--- src/hw/rtl/fbtc_pkg.sv ---
// Shared types and constants for the framebuffer text console.
package fbtc_pkg;

  localparam int GLYPH_COUNT_DEF = 128;
  localparam int GLYPH_ROWS      = 8;

  localparam int POS_W   = 14;
  localparam int ADDR_W  = 26;
  localparam int COLOR_W = 32;
  localparam int CODE_W  = 8;
  localparam int ROW_W   = 3;

  localparam logic [POS_W-1:0] CELL_W = 14'd8;
  localparam logic [POS_W-1:0] LINE_H = 14'd10;

  localparam logic [COLOR_W-1:0] TEXT_COLOR  = 32'hFFFF_FFFF;
  localparam logic [COLOR_W-1:0] BLANK_COLOR = 32'h0000_0000;

  localparam logic [CODE_W-1:0] CODE_LIMIT = 8'd128;
  localparam logic [CODE_W-1:0] CHAR_NUL   = 8'd0;
  localparam logic [CODE_W-1:0] CHAR_BS    = 8'd8;
  localparam logic [CODE_W-1:0] CHAR_LF    = 8'd10;
  localparam logic [CODE_W-1:0] CHAR_SPACE = 8'd32;

  localparam logic [POS_W-1:0] WIDTH_RST  = 14'd640;
  localparam logic [POS_W-1:0] HEIGHT_RST = 14'd480;
  localparam logic [POS_W-1:0] PITCH_RST  = 14'd640;

  typedef enum logic [1:0] {
    REG_WIDTH,
    REG_HEIGHT,
    REG_PITCH,
    REG_FB_PRESENT
  } reg_idx_t;

  typedef enum logic [2:0] {
    CUR_HOLD,
    CUR_BACK,
    CUR_NEWLINE,
    CUR_ADVANCE,
    CUR_WRAP
  } cur_op_t;

  typedef enum logic [2:0] {
    KIND_FONT,
    KIND_NULL,
    KIND_NEWLINE,
    KIND_BACK,
    KIND_PRINT
  } item_kind_t;

  typedef struct packed {
    logic    font_write;
    logic    latch;
    logic    row_start;
    logic    row_read;
    logic    scan;
    logic    flush;
    cur_op_t cur_op;
  } dp_cmd_t;

  typedef struct packed {
    item_kind_t kind;
    logic       draw_en;
    logic       bit_last;
    logic       row_last;
    logic       scan_stall;
    logic       flush_stall;
  } dp_sts_t;

endpackage

--- src/hw/rtl/fbtc_ctrl.sv ---
// Sequencer for the text console: decodes requests and steps the glyph scan.
module fbtc_ctrl (
  input  logic             clk,
  input  logic             rst,
  input  logic             s_tvalid,
  output logic             s_tready,
  input  fbtc_pkg::dp_sts_t sts,
  output fbtc_pkg::dp_cmd_t cmd
);
  import fbtc_pkg::*;

  typedef enum logic [2:0] {
    ST_IDLE,
    ST_READ,
    ST_SCAN,
    ST_FLUSH,
    ST_FINISH
  } state_t;

  state_t state;
  state_t state_next;
  logic   back;
  logic   back_next;
  logic   accept;

  assign s_tready = (state == ST_IDLE);
  assign accept   = s_tvalid && s_tready;

  always_comb begin
    cmd        = '0;
    cmd.cur_op = CUR_HOLD;
    state_next = state;
    back_next  = back;
    case (state)
      ST_IDLE: begin
        if (accept) begin
          case (sts.kind)
            KIND_FONT: cmd.font_write = 1'b1;
            KIND_NULL: ;
            KIND_NEWLINE: cmd.cur_op = CUR_NEWLINE;
            KIND_BACK: begin
              // step the cursor back first, then blank the cell there
              cmd.cur_op    = CUR_BACK;
              cmd.latch     = 1'b1;
              cmd.row_start = 1'b1;
              back_next     = 1'b1;
              state_next    = sts.draw_en ? ST_READ : ST_FINISH;
            end
            KIND_PRINT: begin
              cmd.latch     = 1'b1;
              cmd.row_start = 1'b1;
              back_next     = 1'b0;
              state_next    = sts.draw_en ? ST_READ : ST_FINISH;
            end
            default: ;
          endcase
        end
      end
      ST_READ: begin
        cmd.row_read = 1'b1;
        state_next   = ST_SCAN;
      end
      ST_SCAN: begin
        cmd.scan = 1'b1;
        if (!sts.scan_stall && sts.bit_last) begin
          state_next = sts.row_last ? ST_FLUSH : ST_READ;
        end
      end
      ST_FLUSH: begin
        cmd.flush = 1'b1;
        if (!sts.flush_stall) begin
          state_next = ST_FINISH;
        end
      end
      ST_FINISH: begin
        cmd.cur_op = back ? CUR_WRAP : CUR_ADVANCE;
        state_next = ST_IDLE;
      end
      default: state_next = ST_IDLE;
    endcase
  end

  always_ff @(posedge clk) begin
    if (rst) begin
      state <= ST_IDLE;
      back  <= 1'b0;
    end else begin
      state <= state_next;
      back  <= back_next;
    end
  end

endmodule

--- config.mk ---
export PLATFORM = sky130hd
export DESIGN_NAME = fbtc_ctrl
export DESIGN_NICKNAME = d
export VERILOG_FILES = /design/src/hw/rtl/fbtc_pkg.sv /design/src/hw/rtl/fbtc_ctrl.sv
export SDC_FILE = /design/constraint.sdc
export NUM_CORES = 1
export LEC_CHECK = 0
export BUFFER_PORTS_ARGS = -buffer_cell sky130_fd_sc_hd__buf_4
export CAP_MARGIN = 20
export CORE_AREA = 4 4 41 43
export DETAILED_ROUTE_END_ITERATION = 10
export DIE_AREA = 0 0 45 47
export GPL_TIMING_DRIVEN = 0
export PLACE_DENSITY = 0.61
export SYNTH_ARGS = -nofsm -noshare
export SYNTH_HDL_FRONTEND = slang
export SYNTH_SLANG_ARGS = --single-unit
--- constraint.sdc ---
create_clock -name clk -period 1.25 [get_ports clk]
set_clock_uncertainty 0.1 [all_clocks]
set_input_delay 0.0625 -clock clk [delete_from_list [all_inputs] [get_ports clk]]
set_output_delay 0.0625 -clock clk [all_outputs]
set_load 0.1 [all_outputs]
==> qor.csv <==
stage;metric;value;unit
power_and_ir_drop;Lkg Pwr;0.368;nW
clock_tree;CTS max path bufs;2;
cells_and_area;Register Area;88.8;sq um
cells_and_area;ratio of cells with drive above 1 in the final layout;74.0;%
route;vias per cell;5.14;
cells_and_area;most frequent cells in the layout;buf_4, buf_12, buf_6, nand2b_1, clkbuf_4;
power_and_ir_drop;Power Internal;0.000386;W
critical_path;Startpoint Class;flop;
status;status;finished with violations;
route;WL final;1.26;mm
clock_tree;CTS tree;yes;
power_and_ir_drop;Worst VDD drop;0.000563;V
logic_synthesis;synthesized area per cell;8.62;sq um
power_and_ir_drop;Design Power;0.000624;W
logic_synthesis;Post-Syn Area;379;sq um
logic_synthesis;register area share after synthesis;21.1;%
die;die span in y;47;um
critical_path;Max FO, Critical Path;3;
sta;crit share post-route;131;%
die;row count;13;
placement;DP Cell Count;79;
clock_tree;Worst-Skew Late Latency;0.23;ns
sta;min cycle time layout;1.64;ns
route;WL per Instance;13.7;um
clock_tree;Num CTS Buffers;3;
die;area of the core;1300;sq um
route;via count;473;
power_and_ir_drop;pwr dens;687;nW/um^2
sta;Fmax achieved;0.608;GHz
die;Initial Util;29.1;%
cells_and_area;area of the multi-input gates;373;sq um
logic_synthesis;FF+latch count, synth;4;
die;die width;45;um
sta;Fin. Hold Viols;0;
min_path;type of the tightest min-delay check;in2reg;
route;Met3 Wirelength;91;um
cells_and_area;Final Util;69.7;%
power_and_ir_drop;Clock power frac;24.6;%
route;DR WL met2;686;um
global_route;largest net degree at the start of global routing;12;
power_and_ir_drop;share of power burned in registers;21.6;%
logic_synthesis;Syn Inst Count;44;
cells_and_area;most common cell after layout, fill and taps aside;buf_4;
global_route;vias in the first global route;424;
die;Ports;21;
status;failing checks;negative setup slack;
route;Top Metal Used;met4;
global_route;gr usage total;13.0;%
logic_synthesis;Synth warnings;0;
critical_path;CP required;1.09;ns
clock_tree;Root Buffer;clkbuf_4;
route;M1 WL;460;um
placement;HPWL after detailed placement;793;um
cells_and_area;# nets final;90;
sta;hold slack;0.0496;ns
power_and_ir_drop;sw frac;38.2;%
placement;PortBufs;20;
global_route;grt total ovfl;0;
route;Final ANT Viol Nets;0;
global_route;first-pass GRT wire length;1.90;mm
power_and_ir_drop;Net Sw Power;0.000238;W
global_route;initial antenna violation count;0;
cells_and_area;final cell count without fillers;92;
route;Detailed Routing Iterations Pass 1;4;
clock_tree;Clk pin slew, worst setup/hold paths;0.03;ns
power_and_ir_drop;Comb power frac;53.8;%
sta;Worst-Margin Slew;0.296;ns
sta;final setup fails;14;
critical_path;arrival time at the worst endpoint;1.48;ns
cells_and_area;diodes inserted;0;
run;Max Cap Violations;0;
cells_and_area;Layout fillers;96;
sta;RSZ-0062 raised after global routing;true;
sta;relative slew slack;80.1;%
logic_synthesis;post-synth cell types;29;
clock_tree;H-Tree Depth;1;
route;initial DRC count;9;
cells_and_area;P&R area growth vs syn;139;%
logic_synthesis;Synth Net Count;55;
critical_path;crit end category;output port;
critical_path;CP Class;reg2out;
sta;Final WS setup;-0.393;ns
placement;Routability Congestion;0.665;
sta;fin. max-slew vios;0;
clock_tree;Clock Sinks;4;
die;die footprint;2120;sq um
route;DRC;0;
layer usage:
layer	vias to the layer above	track usage [%]
met3	4	2.68
met2	20	24.3
met1	216	13.4
met4	0	7.02
met5	-	0
li1	233	-
power by group through the flow:
| stage | clock, W | sequential (W) | combinational [W] |
|---|---|---|---|
| after detailed placement | 0 | 0.000139 | 0.000253 |
| after global placement | 0 | 0.000139 | 0.000253 |
| after floorplan | 0 | 0.000138 | 0.000190 |
| after global routing | 0.000162 | 0.000135 | 0.000349 |
| final | 0.000154 | 0.000135 | 0.000335 |
| after CTS | 0.000159 | 0.000134 | 0.000312 |
cell usage after synthesis:
master / number / share of area [%]
nor4_2: 1 / 3.3
or2b_1: 1 / 2.0
and3_4: 1 / 3.0
buf_4: 1 / 2.0
o32ai_1: 1 / 2.3
a21oi_1: 2 / 2.6
nand4b_1: 2 / 4.6
nand2_1: 1 / 0.99
nor3_1: 2 / 2.6
a31oi_1: 1 / 1.7
a211oi_1: 1 / 2.0
and2b_1: 1 / 2.0
o21ai_0: 1 / 1.3
or3_1: 1 / 1.7
nand4bb_1: 1 / 3.0
nand3b_1: 2 / 4.0
a2bb2oi_1: 1 / 2.3
o311a_1: 1 / 2.6
buf_6: 2 / 5.9
o41ai_2: 1 / 4.3
inv_4: 1 / 1.7
nand2b_1: 5 / 8.3
nor4_1: 1 / 1.7
o21a_1: 2 / 4.0
and2_1: 2 / 3.3
or3_4: 1 / 3.0
inv_1: 1 / 0.99
nor2_1: 2 / 2.0
dfxtp_1: 4 / 21
state kept, by name (all words and copies together) (netlist names):
signal / flops
state: 3
back: 1
critical path, cell delays in order, from the launching register on:
cell     delay (ns)
dfxtp_2        0.31
or3_4          0.42
a21oi_4        0.22
buf_12         0.14
buf_12         0.16
final cells by class:
type / count / area share (%)
Inverter: 2 / 1.10
Clock buffer: 3 / 2.48
Sequential cell: 4 / 9.79
Timing Repair Buffer: 32 / 41.2
Buffer: 1 / 2.21
Tap cell: 15 / 2.07
Multi-Input combinational cell: 35 / 41.1
timing repair:
action / in CTS / in global routing
hold buffers: 1 / 0
gates resized for setup: 37 / 12
setup endpoints to repair: 14 / 14
buffers inserted: 8 / 5
endpoints found under the hold margin: 2 / 0
pin swaps: 6 / 7
cells by family (layout without fill, tap and decap cells):
kind of cell | Yosys count | count (layout) | synth area share, %
flops | 4 | 4 | 21.1
compound gates | 11 | 11 | 23.1
simple gates | 24 | 24 | 45.2
buf+inv | 5 | 38 | 10.6
path summary, 6_finish.rpt:
| path | start | slack, ns | cells past startpoint | to |
|---|---|---|---|---|
| max | state[0] | -0.39 | 4 | cmd[7] |
| min | sts[5] | 0.05 | 3 | back |
| max reg2reg | state[0] | -0.32 | 6 | state[2] |
| min reg2reg | back | 0.44 | 2 | back |
per-stage QoR:
step / TNS, ns / worst slack [ns] / area (sq um)
after floorplan: -5.44 / -0.816 / 458
after global placement: -2.06 / -0.364 / 627
after detailed placement: -2.06 / -0.362 / 627
after CTS: -3.54 / -0.457 / 842
after global routing: -4.23 / -0.423 / 907
final: -3.72 / -0.393 / 907
No activity file was read; power rests on OpenSTA's default activity.
